--- config.mk ---
export PLATFORM = sky130hd
export DESIGN_NAME = rgb_led_command_sequencer
export DESIGN_NICKNAME = d
export VERILOG_FILES = /design/src/design/rgbseq_pkg.sv /design/src/design/rgbseq_front.sv /design/src/design/rgbseq_queue.sv /design/src/design/rgbseq_back.sv /design/src/design/rgb_led_command_sequencer.sv
export SDC_FILE = /design/constraint.sdc
export NUM_CORES = 1
export LEC_CHECK = 0
export ABC_AREA = 1
export BUFFER_PORTS_ARGS = -buffer_cell sky130_fd_sc_hd__buf_2
export CORE_MARGIN = 3
export CORE_UTILIZATION = 54
export DETAILED_ROUTE_END_ITERATION = 6
export PLACE_DENSITY = 0.76
export SYNTH_ARGS = -nofsm -noshare
export SYNTH_HDL_FRONTEND = slang
export SYNTH_SLANG_ARGS = --single-unit
--- constraint.sdc ---
create_clock -name aclk -period 5.4 [get_ports aclk]
set_clock_uncertainty 0.1 [all_clocks]
set_input_delay 0.54 -clock aclk [delete_from_list [all_inputs] [get_ports aclk]]
set_output_delay 0.54 -clock aclk [all_outputs]
set_load 0.02 [all_outputs]
--- src/design/rgbseq_pkg.sv ---
// Package for the RGB LED command sequencer: command kinds, modes, phases,
// configuration register indexes and reset values. No dependencies.
`timescale 1ns / 1ps

package rgbseq_pkg;

    // Command characters
    localparam logic [7:0] CH_FLASH  = 8'h61;
    localparam logic [7:0] CH_FADE   = 8'h64;
    localparam logic [7:0] CH_RED_DN = 8'h72;
    localparam logic [7:0] CH_RED_UP = 8'h74;
    localparam logic [7:0] CH_GRN_DN = 8'h67;
    localparam logic [7:0] CH_GRN_UP = 8'h68;
    localparam logic [7:0] CH_BLU_DN = 8'h62;
    localparam logic [7:0] CH_BLU_UP = 8'h6E;

    localparam logic [7:0] LEVEL_FULL = 8'hFF;

    // Timing counter width default
    localparam int TICK_COUNT_WIDTH = 16;

    // Queue between front and back
    localparam int QUEUE_DEPTH = 2;

    // Configuration register indexes and widths
    localparam int CFG_INDEX_W = 3;
    localparam int CFG_DATA_W  = 16;
    localparam logic [CFG_INDEX_W-1:0] CFG_RED_CAP    = 3'd0;
    localparam logic [CFG_INDEX_W-1:0] CFG_GREEN_CAP  = 3'd1;
    localparam logic [CFG_INDEX_W-1:0] CFG_FLASH_HOLD = 3'd2;
    localparam logic [CFG_INDEX_W-1:0] CFG_FADE_STEP  = 3'd3;
    localparam logic [CFG_INDEX_W-1:0] CFG_FADE_PAUSE = 3'd4;

    localparam logic [7:0]  RST_RED_CAP    = 8'd81;
    localparam logic [7:0]  RST_GREEN_CAP  = 8'd100;
    localparam logic [15:0] RST_FLASH_HOLD = 16'd500;
    localparam logic [9:0]  RST_FADE_STEP  = 10'd10;
    localparam logic [15:0] RST_FADE_PAUSE = 16'd150;

    typedef struct packed {
        logic [7:0]  red_cap;
        logic [7:0]  green_cap;
        logic [15:0] flash_hold_ticks;
        logic [9:0]  fade_step_ticks;
        logic [15:0] fade_pause_ticks;
    } cfg_t;

    // Classified command, carried through the queue
    typedef enum logic [3:0] {
        CMD_TICK,
        CMD_RED_DN,
        CMD_RED_UP,
        CMD_GRN_DN,
        CMD_GRN_UP,
        CMD_BLU_DN,
        CMD_BLU_UP,
        CMD_FLASH,
        CMD_FADE,
        CMD_OTHER
    } cmd_kind_t;

    typedef enum logic [1:0] {
        MODE_MANUAL = 2'd0,
        MODE_FLASH  = 2'd1,
        MODE_FADE   = 2'd2,
        MODE_EXIT   = 2'd3
    } mode_t;

    typedef logic [2:0] phase_t;

    // Flash phases
    localparam phase_t FLASH_RED   = 3'd0;
    localparam phase_t FLASH_GREEN = 3'd1;
    localparam phase_t FLASH_BLUE  = 3'd2;

    // Fade phases; FADE_CHECK is only an entry point, never stored
    localparam phase_t FADE_RED_UP   = 3'd0;
    localparam phase_t FADE_RG_CROSS = 3'd1;
    localparam phase_t FADE_GB_CROSS = 3'd2;
    localparam phase_t FADE_RED_BACK = 3'd3;
    localparam phase_t FADE_GRN_BACK = 3'd4;
    localparam phase_t FADE_GB_DOWN  = 3'd5;
    localparam phase_t FADE_PAUSE    = 3'd6;
    localparam phase_t FADE_CHECK    = 3'd7;

    localparam int OUT_DATA_W = 32;

endpackage

--- src/design/rgbseq_front.sv ---
// Front end: takes input transactions and classifies them into command kinds.
// Depends on rgbseq_pkg.
`timescale 1ns / 1ps

module rgbseq_front (
    input  logic                  aclk,
    input  logic                  aresetn,
    input  logic                  s_tvalid,
    output logic                  s_tready,
    input  logic [7:0]            s_tdata,   // [7:0] cmd_byte
    input  logic                  s_tuser,   // [0] op
    input  logic                  q_full,
    output logic                  q_push,
    output rgbseq_pkg::cmd_kind_t q_kind
);

    // Accept while the queue has room
    assign s_tready = ~q_full;
    assign q_push   = s_tvalid & ~q_full;

    // Decode the command character
    always_comb begin
        if (s_tuser) begin
            q_kind = rgbseq_pkg::CMD_TICK;
        end else begin
            unique case (s_tdata)
                rgbseq_pkg::CH_RED_DN: q_kind = rgbseq_pkg::CMD_RED_DN;
                rgbseq_pkg::CH_RED_UP: q_kind = rgbseq_pkg::CMD_RED_UP;
                rgbseq_pkg::CH_GRN_DN: q_kind = rgbseq_pkg::CMD_GRN_DN;
                rgbseq_pkg::CH_GRN_UP: q_kind = rgbseq_pkg::CMD_GRN_UP;
                rgbseq_pkg::CH_BLU_DN: q_kind = rgbseq_pkg::CMD_BLU_DN;
                rgbseq_pkg::CH_BLU_UP: q_kind = rgbseq_pkg::CMD_BLU_UP;
                rgbseq_pkg::CH_FLASH:  q_kind = rgbseq_pkg::CMD_FLASH;
                rgbseq_pkg::CH_FADE:   q_kind = rgbseq_pkg::CMD_FADE;
                default:               q_kind = rgbseq_pkg::CMD_OTHER;
            endcase
        end
    end

    // Never push into a full queue
    assert property (@(posedge aclk) disable iff (!aresetn) q_push |-> !q_full)
        else $error("front pushed into a full queue");

endmodule

--- src/design/rgbseq_queue.sv ---
// Short queue of classified commands between front and back ends.
// Depends on rgbseq_pkg.
`timescale 1ns / 1ps

module rgbseq_queue (
    input  logic                  aclk,
    input  logic                  aresetn,
    input  logic                  push,
    input  rgbseq_pkg::cmd_kind_t push_kind,
    input  logic                  pop,
    output rgbseq_pkg::cmd_kind_t head_kind,
    output logic                  empty,
    output logic                  full
);

    localparam int DEPTH = rgbseq_pkg::QUEUE_DEPTH;
    localparam int PTR_W = (DEPTH > 1) ? $clog2(DEPTH) : 1;
    localparam int CNT_W = $clog2(DEPTH + 1);

    rgbseq_pkg::cmd_kind_t entry_reg [DEPTH];
    logic [PTR_W-1:0] wr_ptr_reg, wr_ptr_next;
    logic [PTR_W-1:0] rd_ptr_reg, rd_ptr_next;
    logic [CNT_W-1:0] count_reg, count_next;

    assign empty     = (count_reg == '0);
    assign full      = (count_reg == CNT_W'(DEPTH));
    assign head_kind = entry_reg[rd_ptr_reg];

    // Advance pointers and count
    always_comb begin
        wr_ptr_next = wr_ptr_reg;
        rd_ptr_next = rd_ptr_reg;
        count_next  = count_reg;
        if (push) begin
            wr_ptr_next = (wr_ptr_reg == PTR_W'(DEPTH - 1)) ? '0 : wr_ptr_reg + 1'b1;
        end
        if (pop) begin
            rd_ptr_next = (rd_ptr_reg == PTR_W'(DEPTH - 1)) ? '0 : rd_ptr_reg + 1'b1;
        end
        if (push && !pop) begin
            count_next = count_reg + 1'b1;
        end else if (pop && !push) begin
            count_next = count_reg - 1'b1;
        end
    end

    always_ff @(posedge aclk) begin
        if (!aresetn) begin
            wr_ptr_reg <= '0;
            rd_ptr_reg <= '0;
            count_reg  <= '0;
        end else begin
            wr_ptr_reg <= wr_ptr_next;
            rd_ptr_reg <= rd_ptr_next;
            count_reg  <= count_next;
        end
    end

    // Store the pushed entry
    always_ff @(posedge aclk) begin
        if (push) begin
            entry_reg[wr_ptr_reg] <= push_kind;
        end
    end

    assert property (@(posedge aclk) disable iff (!aresetn) pop |-> !empty)
        else $error("pop from an empty queue");

endmodule

--- src/design/rgbseq_back.sv ---
// Back end: configuration registers, LED levels, mode sequencer and the
// output register. Depends on rgbseq_pkg.
`timescale 1ns / 1ps

module rgbseq_back #(
    parameter int TICK_W = rgbseq_pkg::TICK_COUNT_WIDTH
) (
    input  logic                                aclk,
    input  logic                                aresetn,
    input  logic                                cfg_wr_en,
    input  logic [rgbseq_pkg::CFG_INDEX_W-1:0]  cfg_index,
    input  logic [rgbseq_pkg::CFG_DATA_W-1:0]   cfg_wdata,
    input  logic                                q_empty,
    input  rgbseq_pkg::cmd_kind_t               q_kind,
    output logic                                q_pop,
    output logic                                m_tvalid,
    input  logic                                m_tready,
    output logic [rgbseq_pkg::OUT_DATA_W-1:0]   m_tdata
);

    localparam int CMP_W = (TICK_W > 16) ? TICK_W : 16;

    rgbseq_pkg::cfg_t  cfg_reg;
    rgbseq_pkg::mode_t mode_reg, mode_next;
    rgbseq_pkg::phase_t phase_reg, phase_next;
    logic [7:0]        red_reg, red_next;
    logic [7:0]        green_reg, green_next;
    logic [7:0]        blue_reg, blue_next;
    logic [TICK_W-1:0] tick_reg, tick_next;
    logic              exit_reg, exit_next;
    logic              m_tvalid_reg;
    logic [rgbseq_pkg::OUT_DATA_W-1:0] m_tdata_reg;

    // Configuration writes
    always_ff @(posedge aclk) begin
        if (!aresetn) begin
            cfg_reg.red_cap          <= rgbseq_pkg::RST_RED_CAP;
            cfg_reg.green_cap        <= rgbseq_pkg::RST_GREEN_CAP;
            cfg_reg.flash_hold_ticks <= rgbseq_pkg::RST_FLASH_HOLD;
            cfg_reg.fade_step_ticks  <= rgbseq_pkg::RST_FADE_STEP;
            cfg_reg.fade_pause_ticks <= rgbseq_pkg::RST_FADE_PAUSE;
        end else if (cfg_wr_en) begin
            unique case (cfg_index)
                rgbseq_pkg::CFG_RED_CAP:    cfg_reg.red_cap          <= cfg_wdata[7:0];
                rgbseq_pkg::CFG_GREEN_CAP:  cfg_reg.green_cap        <= cfg_wdata[7:0];
                rgbseq_pkg::CFG_FLASH_HOLD: cfg_reg.flash_hold_ticks <= cfg_wdata;
                rgbseq_pkg::CFG_FADE_STEP:  cfg_reg.fade_step_ticks  <= cfg_wdata[9:0];
                rgbseq_pkg::CFG_FADE_PAUSE: cfg_reg.fade_pause_ticks <= cfg_wdata;
                default: ;
            endcase
        end
    end

    // Take the next command when the output register is free or drains
    assign q_pop = ~q_empty & (~m_tvalid_reg | m_tready);

    // Wait expiry
    logic [15:0]       wait_sel, wait_eff;
    logic [TICK_W-1:0] tick_inc;
    logic              expire;

    always_comb begin
        if (mode_reg == rgbseq_pkg::MODE_FLASH) begin
            wait_sel = cfg_reg.flash_hold_ticks;
        end else if (mode_reg == rgbseq_pkg::MODE_FADE && phase_reg == rgbseq_pkg::FADE_PAUSE) begin
            wait_sel = cfg_reg.fade_pause_ticks;
        end else begin
            wait_sel = {6'd0, cfg_reg.fade_step_ticks};
        end
        wait_eff = (wait_sel == 16'd0) ? 16'd1 : wait_sel;
        tick_inc = tick_reg + 1'b1;
        expire   = (CMP_W'(tick_inc) >= CMP_W'(wait_eff)) || (&tick_inc);
    end

    // Fade step search: first phase from the entry point that has work
    rgbseq_pkg::phase_t fade_from, fade_eff, fr_phase;
    logic       fade_exit_flag, fr_exit;
    logic [7:0] fr_red, fr_green, fr_blue;
    logic       red_lt_cap, green_lt_cap, blue_lt_full, gb_nonzero;
    logic       from_check;

    always_comb begin
        if (mode_reg == rgbseq_pkg::MODE_FADE) begin
            fade_from      = (phase_reg == rgbseq_pkg::FADE_PAUSE) ?
                             rgbseq_pkg::FADE_CHECK : phase_reg;
            fade_exit_flag = exit_reg;
        end else begin
            fade_from      = rgbseq_pkg::FADE_RED_UP;
            fade_exit_flag = 1'b0;
        end
        red_lt_cap   = red_reg < cfg_reg.red_cap;
        green_lt_cap = green_reg < cfg_reg.green_cap;
        blue_lt_full = blue_reg != rgbseq_pkg::LEVEL_FULL;
        gb_nonzero   = (green_reg != 8'd0) || (blue_reg != 8'd0);
        from_check   = (fade_from == rgbseq_pkg::FADE_RED_UP) ||
                       (fade_from == rgbseq_pkg::FADE_CHECK);
        fade_eff     = from_check ? rgbseq_pkg::FADE_RG_CROSS : fade_from;

        fr_red   = red_reg;
        fr_green = green_reg;
        fr_blue  = blue_reg;
        fr_exit  = 1'b0;
        fr_phase = rgbseq_pkg::FADE_PAUSE;
        if (fade_from == rgbseq_pkg::FADE_RED_UP && red_lt_cap) begin
            fr_red   = red_reg + 1'b1;
            fr_phase = rgbseq_pkg::FADE_RED_UP;
        end else if (from_check && fade_exit_flag) begin
            fr_exit = 1'b1;
        end else if (fade_eff <= rgbseq_pkg::FADE_RG_CROSS && green_lt_cap) begin
            fr_red   = (red_reg != 8'd0) ? red_reg - 1'b1 : red_reg;
            fr_green = green_reg + 1'b1;
            fr_phase = rgbseq_pkg::FADE_RG_CROSS;
        end else if (fade_eff <= rgbseq_pkg::FADE_GB_CROSS && blue_lt_full) begin
            fr_green = (green_reg != 8'd0) ? green_reg - 1'b1 : green_reg;
            fr_blue  = blue_reg + 1'b1;
            fr_phase = rgbseq_pkg::FADE_GB_CROSS;
        end else if (fade_eff <= rgbseq_pkg::FADE_RED_BACK && red_lt_cap) begin
            fr_red   = red_reg + 1'b1;
            fr_phase = rgbseq_pkg::FADE_RED_BACK;
        end else if (fade_eff <= rgbseq_pkg::FADE_GRN_BACK && green_lt_cap) begin
            fr_green = green_reg + 1'b1;
            fr_phase = rgbseq_pkg::FADE_GRN_BACK;
        end else if (gb_nonzero) begin
            fr_green = (green_reg != 8'd0) ? green_reg - 1'b1 : green_reg;
            fr_blue  = (blue_reg != 8'd0) ? blue_reg - 1'b1 : blue_reg;
            fr_phase = rgbseq_pkg::FADE_GB_DOWN;
        end
    end

    // Mode sequencer: next state for the popped command
    always_comb begin
        mode_next  = mode_reg;
        phase_next = phase_reg;
        red_next   = red_reg;
        green_next = green_reg;
        blue_next  = blue_reg;
        tick_next  = tick_reg;
        exit_next  = exit_reg;
        if (q_pop) begin
            unique case (mode_reg)
                rgbseq_pkg::MODE_MANUAL: begin
                    case (q_kind)
                        rgbseq_pkg::CMD_RED_DN:
                            if (red_reg != 8'd0) red_next = red_reg - 1'b1;
                        rgbseq_pkg::CMD_RED_UP:
                            if (red_reg != rgbseq_pkg::LEVEL_FULL) red_next = red_reg + 1'b1;
                        rgbseq_pkg::CMD_GRN_DN:
                            if (green_reg != 8'd0) green_next = green_reg - 1'b1;
                        rgbseq_pkg::CMD_GRN_UP:
                            if (green_reg != rgbseq_pkg::LEVEL_FULL) green_next = green_reg + 1'b1;
                        rgbseq_pkg::CMD_BLU_DN:
                            if (blue_reg != 8'd0) blue_next = blue_reg - 1'b1;
                        rgbseq_pkg::CMD_BLU_UP:
                            if (blue_reg != rgbseq_pkg::LEVEL_FULL) blue_next = blue_reg + 1'b1;
                        rgbseq_pkg::CMD_FLASH: begin
                            mode_next  = rgbseq_pkg::MODE_FLASH;
                            phase_next = rgbseq_pkg::FLASH_RED;
                            exit_next  = 1'b0;
                            tick_next  = '0;
                            red_next   = cfg_reg.red_cap;
                        end
                        rgbseq_pkg::CMD_FADE: begin
                            // entry from manual never takes the exit path
                            mode_next  = rgbseq_pkg::MODE_FADE;
                            exit_next  = 1'b0;
                            tick_next  = '0;
                            red_next   = fr_red;
                            green_next = fr_green;
                            blue_next  = fr_blue;
                            phase_next = fr_phase;
                        end
                        default: ;
                    endcase
                end
                rgbseq_pkg::MODE_FLASH: begin
                    if (q_kind != rgbseq_pkg::CMD_TICK) begin
                        exit_next = (q_kind != rgbseq_pkg::CMD_FLASH);
                    end else if (!expire) begin
                        tick_next = tick_inc;
                    end else begin
                        tick_next = '0;
                        if (phase_reg == rgbseq_pkg::FLASH_RED) begin
                            red_next   = 8'd0;
                            green_next = cfg_reg.green_cap;
                            phase_next = rgbseq_pkg::FLASH_GREEN;
                        end else if (phase_reg == rgbseq_pkg::FLASH_GREEN) begin
                            green_next = 8'd0;
                            blue_next  = rgbseq_pkg::LEVEL_FULL;
                            phase_next = rgbseq_pkg::FLASH_BLUE;
                        end else begin
                            blue_next = 8'd0;
                            if (exit_reg) begin
                                red_next   = 8'd0;
                                green_next = 8'd0;
                                mode_next  = rgbseq_pkg::MODE_MANUAL;
                                phase_next = '0;
                                exit_next  = 1'b0;
                            end else begin
                                red_next   = cfg_reg.red_cap;
                                phase_next = rgbseq_pkg::FLASH_RED;
                            end
                        end
                    end
                end
                rgbseq_pkg::MODE_FADE: begin
                    if (q_kind != rgbseq_pkg::CMD_TICK) begin
                        exit_next = (q_kind != rgbseq_pkg::CMD_FADE);
                    end else if (!expire) begin
                        tick_next = tick_inc;
                    end else begin
                        tick_next = '0;
                        if (fr_exit) begin
                            // first exit ramp step
                            phase_next = '0;
                            if (red_reg != 8'd0) begin
                                mode_next = rgbseq_pkg::MODE_EXIT;
                                red_next  = red_reg - 1'b1;
                            end else begin
                                mode_next = rgbseq_pkg::MODE_MANUAL;
                                exit_next = 1'b0;
                            end
                        end else begin
                            red_next   = fr_red;
                            green_next = fr_green;
                            blue_next  = fr_blue;
                            phase_next = fr_phase;
                        end
                    end
                end
                rgbseq_pkg::MODE_EXIT: begin
                    if (q_kind == rgbseq_pkg::CMD_TICK) begin
                        if (!expire) begin
                            tick_next = tick_inc;
                        end else begin
                            tick_next  = '0;
                            phase_next = '0;
                            if (red_reg != 8'd0) begin
                                red_next = red_reg - 1'b1;
                            end else begin
                                mode_next = rgbseq_pkg::MODE_MANUAL;
                                exit_next = 1'b0;
                            end
                        end
                    end
                end
                default: ;
            endcase
        end
    end

    // State registers
    always_ff @(posedge aclk) begin
        if (!aresetn) begin
            mode_reg  <= rgbseq_pkg::MODE_MANUAL;
            phase_reg <= '0;
            red_reg   <= '0;
            green_reg <= '0;
            blue_reg  <= '0;
            tick_reg  <= '0;
            exit_reg  <= 1'b0;
        end else begin
            mode_reg  <= mode_next;
            phase_reg <= phase_next;
            red_reg   <= red_next;
            green_reg <= green_next;
            blue_reg  <= blue_next;
            tick_reg  <= tick_next;
            exit_reg  <= exit_next;
        end
    end

    // Output register: hold until taken
    always_ff @(posedge aclk) begin
        if (!aresetn) begin
            m_tvalid_reg <= 1'b0;
        end else if (q_pop) begin
            m_tvalid_reg <= 1'b1;
        end else if (m_tready) begin
            m_tvalid_reg <= 1'b0;
        end
    end

    always_ff @(posedge aclk) begin
        if (q_pop) begin
            m_tdata_reg <= {6'd0, mode_next, blue_next, green_next, red_next};
        end
    end

    assign m_tvalid = m_tvalid_reg;
    assign m_tdata  = m_tdata_reg;

    assert property (@(posedge aclk) disable iff (!aresetn)
        mode_reg == rgbseq_pkg::MODE_MANUAL |-> (phase_reg == '0 && tick_reg == '0 && !exit_reg))
        else $error("manual mode with stale sequencer state");

    assert property (@(posedge aclk) disable iff (!aresetn)
        mode_reg == rgbseq_pkg::MODE_FLASH |-> phase_reg <= rgbseq_pkg::FLASH_BLUE)
        else $error("flash phase out of range");

    assert property (@(posedge aclk) disable iff (!aresetn)
        mode_reg == rgbseq_pkg::MODE_FADE |-> phase_reg != rgbseq_pkg::FADE_CHECK)
        else $error("fade check phase was stored");

    assert property (@(posedge aclk) disable iff (!aresetn)
        $rose(m_tvalid_reg) |-> $past(q_pop))
        else $error("result shown without a popped command");

endmodule

--- src/design/rgb_led_command_sequencer.sv ---
// Top level of the RGB LED command sequencer: front end, command queue and
// back end. Depends on rgbseq_pkg, rgbseq_front, rgbseq_queue, rgbseq_back.
`timescale 1ns / 1ps
//
//  Channel   Direction  Contents
//  s_*       in         tdata: cmd_byte; tuser: op (1 = tick, 0 = command byte)
//  m_*       out        tdata: red_duty, green_duty, blue_duty, active_mode
//  cfg_*     in         write enable, register index 0..4, 16-bit write data
//
//  One result per input transaction; one transaction per cycle sustained
//  while results are taken. Input passes through a 2-entry queue into the
//  result register. Unless the result stalls, the back end applies one
//  command per cycle: a compare, a level step and a tick counter update.
//  Reset (aresetn low, synchronous) clears levels, mode and queue and loads
//  the register defaults. A stalled result holds and the queue absorbs inputs.

module rgb_led_command_sequencer #(
    parameter int TICK_COUNT_WIDTH = rgbseq_pkg::TICK_COUNT_WIDTH
) (
    input  logic                                aclk,
    input  logic                                aresetn,
    input  logic                                s_tvalid,
    output logic                                s_tready,
    input  logic [7:0]                          s_tdata,   // [7:0] cmd_byte
    input  logic                                s_tuser,   // [0] op
    output logic                                m_tvalid,
    input  logic                                m_tready,
    // [7:0] red_duty, [15:8] green_duty, [23:16] blue_duty, [25:24] active_mode
    output logic [rgbseq_pkg::OUT_DATA_W-1:0]   m_tdata,
    input  logic                                cfg_wr_en,
    input  logic [rgbseq_pkg::CFG_INDEX_W-1:0]  cfg_index,
    input  logic [rgbseq_pkg::CFG_DATA_W-1:0]   cfg_wdata
);

    logic                  q_push, q_pop, q_full, q_empty;
    rgbseq_pkg::cmd_kind_t push_kind, head_kind;

    rgbseq_front u_front (
        .aclk     (aclk),
        .aresetn  (aresetn),
        .s_tvalid (s_tvalid),
        .s_tready (s_tready),
        .s_tdata  (s_tdata),
        .s_tuser  (s_tuser),
        .q_full   (q_full),
        .q_push   (q_push),
        .q_kind   (push_kind)
    );

    rgbseq_queue u_queue (
        .aclk      (aclk),
        .aresetn   (aresetn),
        .push      (q_push),
        .push_kind (push_kind),
        .pop       (q_pop),
        .head_kind (head_kind),
        .empty     (q_empty),
        .full      (q_full)
    );

    rgbseq_back #(
        .TICK_W (TICK_COUNT_WIDTH)
    ) u_back (
        .aclk      (aclk),
        .aresetn   (aresetn),
        .cfg_wr_en (cfg_wr_en),
        .cfg_index (cfg_index),
        .cfg_wdata (cfg_wdata),
        .q_empty   (q_empty),
        .q_kind    (head_kind),
        .q_pop     (q_pop),
        .m_tvalid  (m_tvalid),
        .m_tready  (m_tready),
        .m_tdata   (m_tdata)
    );

endmodule

# Yosys cells after proc, flatten, opt, wreduce, memory -nomap -nowiden
# Memories as Yosys holds them, arrays and structs flattened. A register that Yosys moved wholly into a read port is not among the register bits.
# Cells that the tools add are included.
[word_totals]
ff_bits = 135
mem_bits_rw = 8
in_bits = 33
output_inout_bits = 34
word_cells = 256
memories = 1
[mem_list]
columns = ["name", "depth", "width", "read_ports", "rd_ports_with_merged_regs", "write_ports", "line_no", "text"]
rows = [
  ["u_queue.entry_reg", 2, 4, 1, 1, 1, "rgbseq_queue.sv:20", "rgbseq_pkg::cmd_kind_t entry_reg [DEPTH];"],
]
[classes]
add_sub_neg = 11
n_lt_le_gt_ge = 7
eq_ne = 46
n_mux = 130
n_bitwise = 6
reduce_logical = 38
[op_table]
columns = ["op", "count"]
rows = [
  ["8-bit 2-to-1 mux", 53],
  ["16-bit 2-to-1 mux", 7],
  ["8-bit case mux with 3 select lines", 4],
  ["8-bit by 7-bit equality test with 1-bit output, second input constant", 8],
  ["8-bit case mux with 4 select lines", 2],
  ["3-bit 2-to-1 mux", 17],
  ["16-bit case mux with 3 select lines", 1],
  ["2-bit 2-to-1 mux", 17],
  ["4-bit case mux with 8 select lines", 1],
  ["8-bit by 1-bit adder with 8-bit output, second input constant", 3],
  ["8-bit inequality test, second input constant", 3],
  ["8-bit nonzero test", 3],
  ["8-bit by 1-bit subtractor with 8-bit output, second input constant", 3],
  ["1-bit 2-to-1 mux", 22],
  ["16-bit by 1-bit adder with 16-bit output, second input constant", 1],
  ["4-bit by 3-bit equality test with 1-bit output, second input constant", 4],
  ["16-bit >= comparator", 1],
  ["16-bit zero test", 1],
  ["8-bit < comparator", 2],
  ["16-bit AND reduction", 1],
  ["3-bit case mux with 4 select lines", 1],
  ["2-bit AND reduction", 5],
  ["3-bit equality test, second input constant", 3],
  ["1-bit logical AND", 9],
  ["38 further kinds", 66],
]

# Longest topological paths before layout
[depth]
word_depth = 19
mapped_depth = 32
depth_no_buf = 31

# Hierarchy
# From an unflattened synthesis, not the netlist that was laid out.
[hier_totals]
hier_cells = 1851
area_unflattened_um2 = 11365.9
[by_module_without_submodules]
columns = ["module", "n_inst", "cells_per_inst", "area_per_inst_um2", "seq_area_each_um2"]
rows = [
  ["rgbseq_back", 1, 1754, 10606.4, 2882.8],
  ["rgbseq_queue", 1, 47, 515.5, 340.3],
  ["rgbseq_front", 1, 50, 244.0, 0.0],
]

# Worst setup path before layout
# Ideal clock, no wire load.
[synth_timing]
kind = "reg2reg"
start = "register u_back.mode_reg[0]"
end = "register u_back.m_tdata_reg (netlist bit u_back.m_tdata[6]) (data pin)"
setup_time_ps = 131
arrival_time_ps = 3490
required_time_ps = 5169
slack_ps = 1679
stages_incl_launch_ff = 31
path_buffers = 3
synth_period_minus_slack_ps = 3721
cell_sequence = "dfxtp_1 -> inv_1 -> ha_1 -> buf_4 -> nand2_1 -> inv_1 -> nand2_1 -> nor2_1 -> clkbuf_1 -> o211ai_1 -> o21ai_0 -> nand4_1 -> o41ai_1 -> ha_1 -> inv_1 -> a21oi_1 -> o21ai_0 -> nand2_1 -> nand2_1 -> nand2_1 -> nand2_1 -> a21oi_1 -> nand2_4 -> nand2_4 -> buf_6 -> nand2_4 -> o21ai_2 -> inv_2 -> nand2_1 -> nand2_1 -> nand2_1"
[synth_via]
elab_chain_len = 17
elab_cells_between_ends = 42
classes_between = "order compare (4); eq/ne (4); mux (23); reduce/logical (11)"
[synth_rtl]
columns = ["element", "line_no", "text"]
rows = [
  ["from (decl)", "rgbseq_back.sv:24", "rgbseq_pkg::mode_t mode_reg, mode_next;"],
  ["from (signal assigned)", "rgbseq_back.sv:254", "mode_reg <= rgbseq_pkg::MODE_MANUAL;"],
  ["from (signal assigned)", "rgbseq_back.sv:262", "mode_reg <= mode_next;"],
  ["2-bit equality test", "rgbseq_back.sv:65, rgbseq_back.sv:83, rgbseq_back.sv:140", ""],
  ["3-bit 2-to-1 mux", "rgbseq_back.sv:83", "if (mode_reg == rgbseq_pkg::MODE_FADE) begin"],
  ["3-bit equality test or 3-bit zero test (tied branches)", "rgbseq_back.sv:96, rgbseq_back.sv:95, rgbseq_back.sv:104", ""],
  ["1-bit logical OR", "rgbseq_back.sv:95", "from_check = (fade_from == rgbseq_pkg::FADE_RED_UP) ||"],
  ["3-bit 2-to-1 mux", "rgbseq_back.sv:97", "fade_eff = from_check ? rgbseq_pkg::FADE_RG_CROSS : fade_from;"],
  ["3-bit by 2-bit less-or-equal comparator with 1-bit output", "rgbseq_back.sv:117", "end else if (fade_eff <= rgbseq_pkg::FADE_RED_BACK && red_lt_cap) begin"],
  ["1-bit logical AND", "rgbseq_back.sv:117", ""],
  ["8-bit 2-to-1 mux", "rgbseq_back.sv:117", ""],
  ["(+2 left out)", "--", ""],
  ["8-bit 2-to-1 mux", "rgbseq_back.sv:107", "end else if (from_check && fade_exit_flag) begin"],
  ["8-bit 2-to-1 mux", "rgbseq_back.sv:104", "if (fade_from == rgbseq_pkg::FADE_RED_UP && red_lt_cap) begin"],
  ["8-bit 2-to-1 mux", "rgbseq_back.sv:212", "if (fr_exit) begin"],
  ["8-bit 2-to-1 mux", "rgbseq_back.sv:208", "end else if (!expire) begin"],
  ["8-bit 2-to-1 mux", "rgbseq_back.sv:206", "if (q_kind != rgbseq_pkg::CMD_TICK) begin"],
  ["8-bit case mux with 4 select lines (*)", "rgbseq_back.sv:140", "unique case (mode_reg)"],
  ["8-bit 2-to-1 mux (*)", "rgbseq_back.sv:139", "if (q_pop) begin"],
  ["named net u_back.red_next[6]", "rgbseq_back.sv:26", "logic [7:0] red_reg, red_next;"],
  ["to (signal assigned)", "rgbseq_back.sv:285", "m_tdata_reg <= {6'd0, mode_next, blue_next, green_next, red_next};"],
  ["to (decl)", "rgbseq_back.sv:32", "logic [rgbseq_pkg::OUT_DATA_W-1:0] m_tdata_reg;"],
]
# The timed path passes the listed nets; every way through them passes the cells marked *.
# A chain may end at the register's enable or synchronous reset.

# Worst setup path in the final report
[layout_timing]
start = "register u_back.mode_reg[1]"
end = "register u_back.m_tdata_reg (netlist bit u_back.m_tdata[2]) (data pin)"
# Same word-level chain as after synthesis.

==> results.json <==
{
  "yosysTopAreaCell": "dfxtp_1",
  "routed_via_density": 5.84,
  "place_ws_ns": 0.974,
  "synth_flop_cell": "dfxtp_1",
  "initial_core_util_pct": 55.8,
  "slowest_delay_ns": 0.51,
  "gp_congestion": 0.988,
  "grt_use_total_pct": 31.1,
  "min_path_type": "input port to flop",
  "ys_top_cells_by_area": "dfxtp_1 20%, nand2_1 16%, edfxtp_1 9.2%",
  "cts.sinks": 144,
  "drv_slew": 0,
  "internal-power_w": 0.00300,
  "die_y_um": 149,
  "max_freq_mhz": 216,
  "core_area_um2": 19800,
  "vias": 11862,
  "wl_per_cell_um": 17.0,
  "cp_top_family": "simple AND/OR/NAND/NOR gates",
  "post_cts_resize_count": 0,
  "ys_ff_latch": 144,
  "num_rows": 51,
  "swShare_pct": 53.0,
  "switching_power_w": 0.00339,
  "syn_avg_cell_area_um2": 6.41,
  "cp.required_ns": 5.50,
  "status": "completed",
  "fin_cells": 2032,
  "cp_max_fo": 16,
  "htreeDepth": 4,
  "fin_util_pct": 61.0,
  "period_share_pct": 85.8,
  "maxCapViolCount": 0,
  "portBuffers": 60,
  "synth_top_area_share_pct": 19.9,
  "mostFrequentLayoutCells": "474 x nand2_1, 186 x inv_1, 155 x nor2_1, 135 x a21oi_1",
  "layout_commonest_cell": "nand2_1",
  "grt_max_degree": 75,
  "clockPowerShare_pct": 19.3,
  "setup_tns_ns": 0,
  "ios": 67,
  "critPathSlowestCell": "nor2_1",
  "rsz0062_at_grt": "false",
  "synth_area_um2": 11000,
  "arrival_ns": 4.74,
  "holdBufCountCts": 0,
  "largest_register_ffs": 58,
  "cts_buffer_depth": 2,
  "remaining_drc_errors": 0,
  "p_per_area_nw_per_um2": 529,
  "clockRootBuffer": "clkbuf_16",
  "overflow": 0,
  "drive_gt1_share_pct": 10.3,
  "relSlewSlack_pct": 33.9,
  "die_w_um": 149,
  "ys_warn_count": 0,
  "ir_drop_v": 0.000562,
  "grt_pass1_wl_um": 55800,
  "area_growth_pct": 9.30,
  "worst_pin_slew_ns": 0.988,
  "dp_hpwl_um": 25000,
  "diodes": 0,
  "rrSetupSlack_ns": 0.77,
  "final_antenna_net_count": 0,
  "synth_edf_count": 34,
  "finalSetupViolations": 0,
  "setup_slack_ns": 0.766,
  "fin_nets": 1833,
  "cts_tree": "done",
  "synth_seq_area_share_pct": 29.2,
  "antenna_found_initial": 0,
  "first_iter_violations": 1194,
  "worstSetupEndpointType": "flop",
  "dr.pass1.iters": 7,
  "fp.dieArea_um2": 22200,
  "critPathLaunchType": "flop",
  "cpMostUsedCell": "nand2_1",
  "async_flop_share_pct": 0,
  "clkTransAtPathRegs_ns": 0.08,
  "insertion_delay_ns": 0.45,
  "p_leak_nw": 5.62,
  "drt-total-wl_um": 34600,
  "cts_setup_buffers": 0,
  "power_frac_seq_pct": 24.6,
  "fin_crit_ns": 4.63,
  "numCtsBuffers": 17,
  "timing.critical_path.buf_inv": 4,
  "grt_pass1_vias": 10892,
  "critPathKind": "flop to flop",
  "dp.cells": 2000,
  "synthCells": 1723,
  "yosys.cell_types.count": 64,
  "p_comb_share_pct": 56.1,
  "hold_violations": 0
}
==> Yosys cell counts (6+ instances only) <==
cell type and number:
a21oi_1 135, a221oi_1 8, a32oi_1 7, buf_2 14
buf_4 14, clkbuf_1 33, clkinv_1 8, dfxtp_1 110
edfxtp_1 34, ha_1 46, inv_1 186, inv_2 14
nand2_1 474, nand2_2 14, nand3_1 134, nand3_2 6
nand3b_1 6, nand4_1 22, nor2_1 155, nor2_2 8
nor2_4 9, nor3_1 21, nor4_1 6, o211ai_1 14
o21ai_0 134, o21ai_1 15, o21bai_1 6, o22ai_1 6
xor2_1 22
==> worst reg2reg max path, delay by kind of cell (launching register included) <==
family	cells	cell delay [ns]
buf+inv	4	0.68
flops	1	0.46
compound gates	6	1.01
fa+ha+maj	2	0.42
simple gates	14	1.70
==> cells by family after synthesis <==
| kind of cell | share of synthesized area (%) |
|---|---|
| AO/OA/AOI/OAI | 18.6 |
| other | 0.0340 |
| AND/OR/NAND/NOR | 35.0 |
| buffers and inverters | 9.96 |
| adder cells (fa/ha/maj) | 5.21 |
| XOR/XNOR | 1.97 |
| flip-flops | 29.2 |
==> final timing paths <==
check                                        start                  to  depth (start not counted)
worst max-delay path            u_back.mode_reg[1]   u_back.m_tdata[2]                         26
worst min-delay path                 cfg_wdata[15]  u_back.cfg_reg[15]                          3
worst max register to register  u_back.mode_reg[1]   u_back.m_tdata[2]                         26
worst min register to register  u_back.cfg_reg[20]  u_back.cfg_reg[20]                          2
==> power groups by stage <==
stage	sequential, W	clock [W]	combinational, W
finish	0.00157	0.00123	0.00358
global route	0.00160	0.00128	0.00395
CTS	0.00157	0.00124	0.00349
detailed placement	0.00159	0	0.00348
global placement	0.00159	0	0.00346
floorplan	0.00162	0	0.00249
==> final cells by class <==
| class | instances | area [um^2] |
|---|---|---|
| inverters | 208 | 781 |
| clock buffers | 17 | 425 |
| multi-input cells | 1312 | 6740 |
| clock inverters | 15 | 183 |
| well taps | 265 | 332 |
| flip-flops and latches | 144 | 3220 |
| repair buffers | 71 | 383 |
| fillers | 1907 | 7710 |
==> per-layer routing <==
metal | vias up | track usage, % | part of all wire [%] | routed length [um]
li1 | 5755 | - | - | -
met1 | 5399 | 43.5 | 44 | 15100
met2 | 612 | 48.1 | 43 | 14900
met3 | 96 | 6.14 | 10 | 3570
met4 | 0 | 11.0 | 2.8 | 958
met5 | - | 0 | 0 | 0
==> per-stage QoR <==
stage,power [W],hold WS [ns],cell area (um^2)
2_1_floorplan,0.00411,0.324,11100
6_report,0.00639,0.232,12100
3_5_place_dp,0.00507,0.339,11500
4_1_cts,0.00630,0.218,12100
3_3_place_gp,0.00505,0.336,11500
5_1_grt,0.00683,0.234,12100
Power figures use the tool's default switching activity.
